--- src/vlmr_pkg.sv ---
// ----------------------------------------------------------------------------
// vlmr_pkg
// Types and constants shared by the variable-length message ring.
// ----------------------------------------------------------------------------
package vlmr_pkg;

  localparam int RING_BYTES_DEF = 4096;
  localparam int RING_AW_DEF    = 12;
  localparam int HDR_BYTES      = 6;
  localparam int CFG_W          = 13;
  localparam int SIZE_W         = 13;
  localparam int LEN_W          = 12;
  localparam int TYPE_W         = 16;
  localparam int DROP_W         = 10;
  localparam int CNT_W          = 32;
  localparam logic [7:0] MARK_BYTE = 8'hFF;

  typedef enum logic [1:0] {
    CMD_PUSH_START,
    CMD_PUSH_DATA,
    CMD_POP_START,
    CMD_POP_DATA
  } cmd_t;

  typedef enum logic [2:0] {
    ST_OK,
    ST_NO_SPACE,
    ST_EMPTY,
    ST_BAD_MARKER,
    ST_SEQ_ERR,
    ST_BAD_LEN
  } status_t;

  typedef enum logic [3:0] {
    S_IDLE,
    S_CMD,
    S_WALK_TEST,
    S_HDR,
    S_WALK_EVAL,
    S_POP_EVAL,
    S_MARK_CHK,
    S_MARK,
    S_HWR,
    S_DATA,
    S_DONE
  } state_t;

  typedef struct packed {
    logic [1:0]        command;
    logic [TYPE_W-1:0] msg_type;
    logic [LEN_W-1:0]  msg_length;
    logic [7:0]        data_byte;
    logic              allow_overlap;
  } in_word_t;

  typedef struct packed {
    logic [2:0]        status;
    logic [TYPE_W-1:0] type_out;
    logic [LEN_W-1:0]  length_out;
    logic [7:0]        data_out;
    logic              last_byte;
    logic [DROP_W-1:0] dropped_count;
    logic              notify;
    logic [CNT_W-1:0]  msg_count;
    logic [SIZE_W-1:0] used_bytes;
    logic [SIZE_W-1:0] free_bytes;
  } out_word_t;

  typedef struct packed {
    logic              done;
    status_t           status;
    logic [TYPE_W-1:0] type_out;
    logic [LEN_W-1:0]  length_out;
    logic [7:0]        data_out;
    logic              last_byte;
    logic [DROP_W-1:0] dropped_count;
    logic              notify;
  } res_t;

endpackage

--- src/vlmr_occ.sv ---
// ----------------------------------------------------------------------------
// vlmr_occ
// Occupancy of the ring: used bytes and largest contiguous free body size.
// ----------------------------------------------------------------------------
module vlmr_occ import vlmr_pkg::*; #(
  parameter int W = CFG_W
) (
  input  logic [W-1:0] ring,
  input  logic [W-1:0] push_pos,
  input  logic [W-1:0] pop_pos,
  input  logic         has_msgs,
  output logic [W-1:0] used,
  output logic [W-1:0] free
);

  localparam logic [W-1:0] HDR_W = W'(HDR_BYTES);

  logic         wrapped;
  logic [W-1:0] tail_room;
  logic [W-1:0] gap;

  always_comb begin
    wrapped   = (pop_pos >= push_pos) && has_msgs;
    tail_room = (push_pos <= ring) ? ring - push_pos : '0;
    if (wrapped) begin
      used = ring - pop_pos + push_pos;
      gap  = pop_pos - push_pos;
    end else begin
      used = (push_pos >= pop_pos) ? push_pos - pop_pos : '0;
      gap  = (tail_room < pop_pos) ? pop_pos : tail_room;
    end
    free = (gap < HDR_W) ? '0 : gap - HDR_W;
  end

endmodule

--- config.mk ---
export PLATFORM = sky130hd
export DESIGN_NAME = vlmr_occ
export DESIGN_NICKNAME = d
export VERILOG_FILES = /design/src/vlmr_pkg.sv /design/src/vlmr_occ.sv
export SDC_FILE = /design/constraint.sdc
export NUM_CORES = 1
export LEC_CHECK = 0
export ABC_CLOCK_PERIOD_IN_PS = 13030
export BUFFER_PORTS_ARGS = -buffer_cell sky130_fd_sc_hd__buf_4
export CAP_MARGIN = 20
export CORE_ASPECT_RATIO = 1.5
export CORE_UTILIZATION = 40
export DETAILED_ROUTE_END_ITERATION = 10
export GPL_ROUTABILITY_DRIVEN = 0
export PLACE_DENSITY = 0.65
export RECOVER_POWER = 50
export SLEW_MARGIN = 20
export SYNTH_ARGS = -nofsm -noshare
export SYNTH_HDL_FRONTEND = slang
export SYNTH_SLANG_ARGS = --single-unit
--- constraint.sdc ---
create_clock -name vclk -period 13.03
set_clock_uncertainty 0.15 [all_clocks]
set_input_delay 1.303 -clock vclk [all_inputs]
set_output_delay 1.303 -clock vclk [all_outputs]
set_load 0.01 [all_outputs]
==> results by group <==
Die
  – Die ar.: 9910 um^2
  – Core area: 9250 um^2
  – Die Y: 121 um
  – Num rows: 43
  – Die W: 81.6 um
  – I/O Pins: 66
  – Starting Density: 0.411

Layout
  – # nets final: 705
  – # clk buffers: 0
  – Diodes inserted: 0
  – Register area: 0 um^2
  – Fraction of layout cells with a size suffix above 1: 0.113
  – Seq cells: 0
  – Final instance area: 4330 um^2
  – P&R area growth vs syn: 13.8%

Clock tree
  – Post-CTS Resized: 0
  – Cts hold-fix bufs: 0
  – Number of setup buffers added after CTS: 0

Drt
  – DRT Wirelength: 11.8 mm
  – Vias: 4,093
  – DRT Pass-1 Iters: 5
  – Starting DRC count in detailed routing: 252
  – Drt drc: 0
  – Vias per inst: 5.86
  – Routed wire per std cell: 16.8 um
  – Final ANT Viol Nets: 0

Hold path
  – Hold Path Origin: ring[0]
  – Hold Crit Class: in -> out

Synth
  – Cell area after synthesis: 3800 um^2
  – Cell taking the most area after synthesis: ha_1
  – Commonest cells post-synth: inv_1, ha_1, nor2_1
  – Unique masters post-synth: 57
  – Area contributors post-synth: ha_1, fa_1, inv_1
  – Post-Syn Area per Cell: 7.13 um^2
  – Ys Warns: 0
  – Register area share after synthesis: 0
  – Post-Syn Instances: 534
  – Yosys top cell area share: 0.204
  – Post-Synthesis Net Count: 651
  – Most common cell in the netlist: inv_1

Worst setup path
  – Buf/Inv on CP: 5
  – Crit. End Element: output port
  – Worst EP arrival: 7.74 ns
  – Critical path's largest stage delay: 0.62 ns
  – Worst Setup Start Kind: input pin
  – Setup crit start: ring[0]
  – Top delay family on crit path: compound AO/OA/AOI/OAI gates
  – Critical Path RT: 11.58 ns
  – Slowest cell on crit path: or4b_4
  – Max FO, Critical Path: 9
  – Setup CP Type: in -> out

Timing
  – Fin crit period: 9.20 ns
  – Fmax: 109 MHz
  – Endpoints failing setup: 0
  – Hold Slack: 2.91 ns
  – Slew HR: 0.434
  – Endpoints failing hold: 0
  – RSZ-0062 raised after global routing: false
  – Worst slew pin tran: 0.839 ns
  – Tcrit/Tclk final: 0.706
  – Setup TNS: 0 ns
  – Final Slew Violations: 0

Flow run
  – Max cap viols: 0

GRT
  – Global route overflow: 0
  – Number of global-route vias before repair: 3,951
  – Largest net degree at the start of global routing: 29
  – Initial antenna violation count: 0
  – Total GRT Usage: 0.238
  – First-pass GRT wire length: 18.5 mm

Power
  – VDD IR max: 0.0238 mV
  – PwrDens: 70.9 nW/um^2
  – Lkg Pwr: 2.20 nW
  – Power consumption: 0.307 mW

Placed design
  – Placed cell areas: 4380 um^2
  – Buffers on Ports: 66
  – DP HPWL: 9.94 mm

Run status
  – Outcome: finished, final reports clean
==> stage by stage <==
stage / setup slack, ns / instances / utilization
6_report: 3.83 / 698 / 0.468
5_1_grt: 3.40 / 698 / 0.468
4_1_cts: 3.94 / 698 / 0.473
3_5_place_dp: 3.97 / 698 / 0.473
3_3_place_gp: 4.18 / 698 / 0.473
2_1_floorplan: 4.78 / 534 / -
==> worst paths after layout <==
kind / to / slack [ns] / cells past startpoint
hold / removal: used[0] / 2.91 / 5
setup / recovery: free[0] / 3.83 / 25
==> metal layers <==
layer / GRT usage / vias up / routed length [um] / share of wire
li1: - / 2007 / - / -
met1: 0.262 / 1916 / 4490 / 0.38
met2: 0.446 / 131 / 6100 / 0.52
met3: 0.00752 / 39 / 418 / 0.036
met4: 0.122 / 0 / 744 / 0.063
met5: 0 / - / 0 / 0
==> cell families (layout without fill, tap and decap cells) <==
| family | count (synthesis) | count (layout) | share of synthesized area |
|---|---|---|---|
| AO/OA/AOI/OAI | 168 | 168 | 0.306 |
| AND/OR/NAND/NOR | 144 | 144 | 0.194 |
| buffers and inverters | 97 | 149 | 0.101 |
| adder cells (fa/ha/maj) | 77 | 77 | 0.283 |
| XOR/XNOR | 40 | 40 | 0.0940 |
| multiplexers | 8 | 8 | 0.0227 |
==> cell type report <==
| cell class | instances | area, um^2 |
|---|---|---|
| inverters | 80 | 300 |
| multi-input cells | 437 | 3420 |
| fillers | 1021 | 4920 |
| well taps | 112 | 140 |
| repair buffers | 69 | 469 |
==> cell usage in the layout, fill, tap and decap left out, types with 3 or more instances in the layout <==
cell | netlist | final
a31oi_1 | 3 | 3
o21ai_0 | 31 | 31
a21oi_1 | 32 | 32
mux2i_1 | 6 | 6
xor2_1 | 16 | 16
o22ai_1 | 7 | 7
a221oi_1 | 6 | 6
o32ai_1 | 7 | 7
o21a_1 | 5 | 5
fa_1 | 15 | 15
inv_1 | 80 | 80
nor2b_1 | 7 | 7
o31ai_1 | 3 | 3
o211ai_1 | 3 | 3
a2111oi_0 | 6 | 6
xnor2_1 | 23 | 23
a21boi_0 | 8 | 8
and2_1 | 5 | 5
nand2b_1 | 13 | 13
buf_4 | 0 | 56
nor3_1 | 9 | 9
clkbuf_1 | 6 | 13
or3_1 | 4 | 4
o21bai_1 | 4 | 4
a211oi_1 | 12 | 12
a221o_1 | 3 | 3
nor2_1 | 38 | 38
ha_1 | 62 | 62
a21o_1 | 21 | 21
nand4_1 | 3 | 3
nand3_1 | 11 | 11
and3_1 | 11 | 11
nand2_1 | 34 | 34
==> where the power goes <==
part           internal (mW)  total (mW)  leakage (nW)  switching, mW
Combinational          0.131       0.307          2.20          0.176
Clock                      0           0             0              0
Sequential                 0           0             0              0
Note: power is estimated with default switching activity, not from simulation.
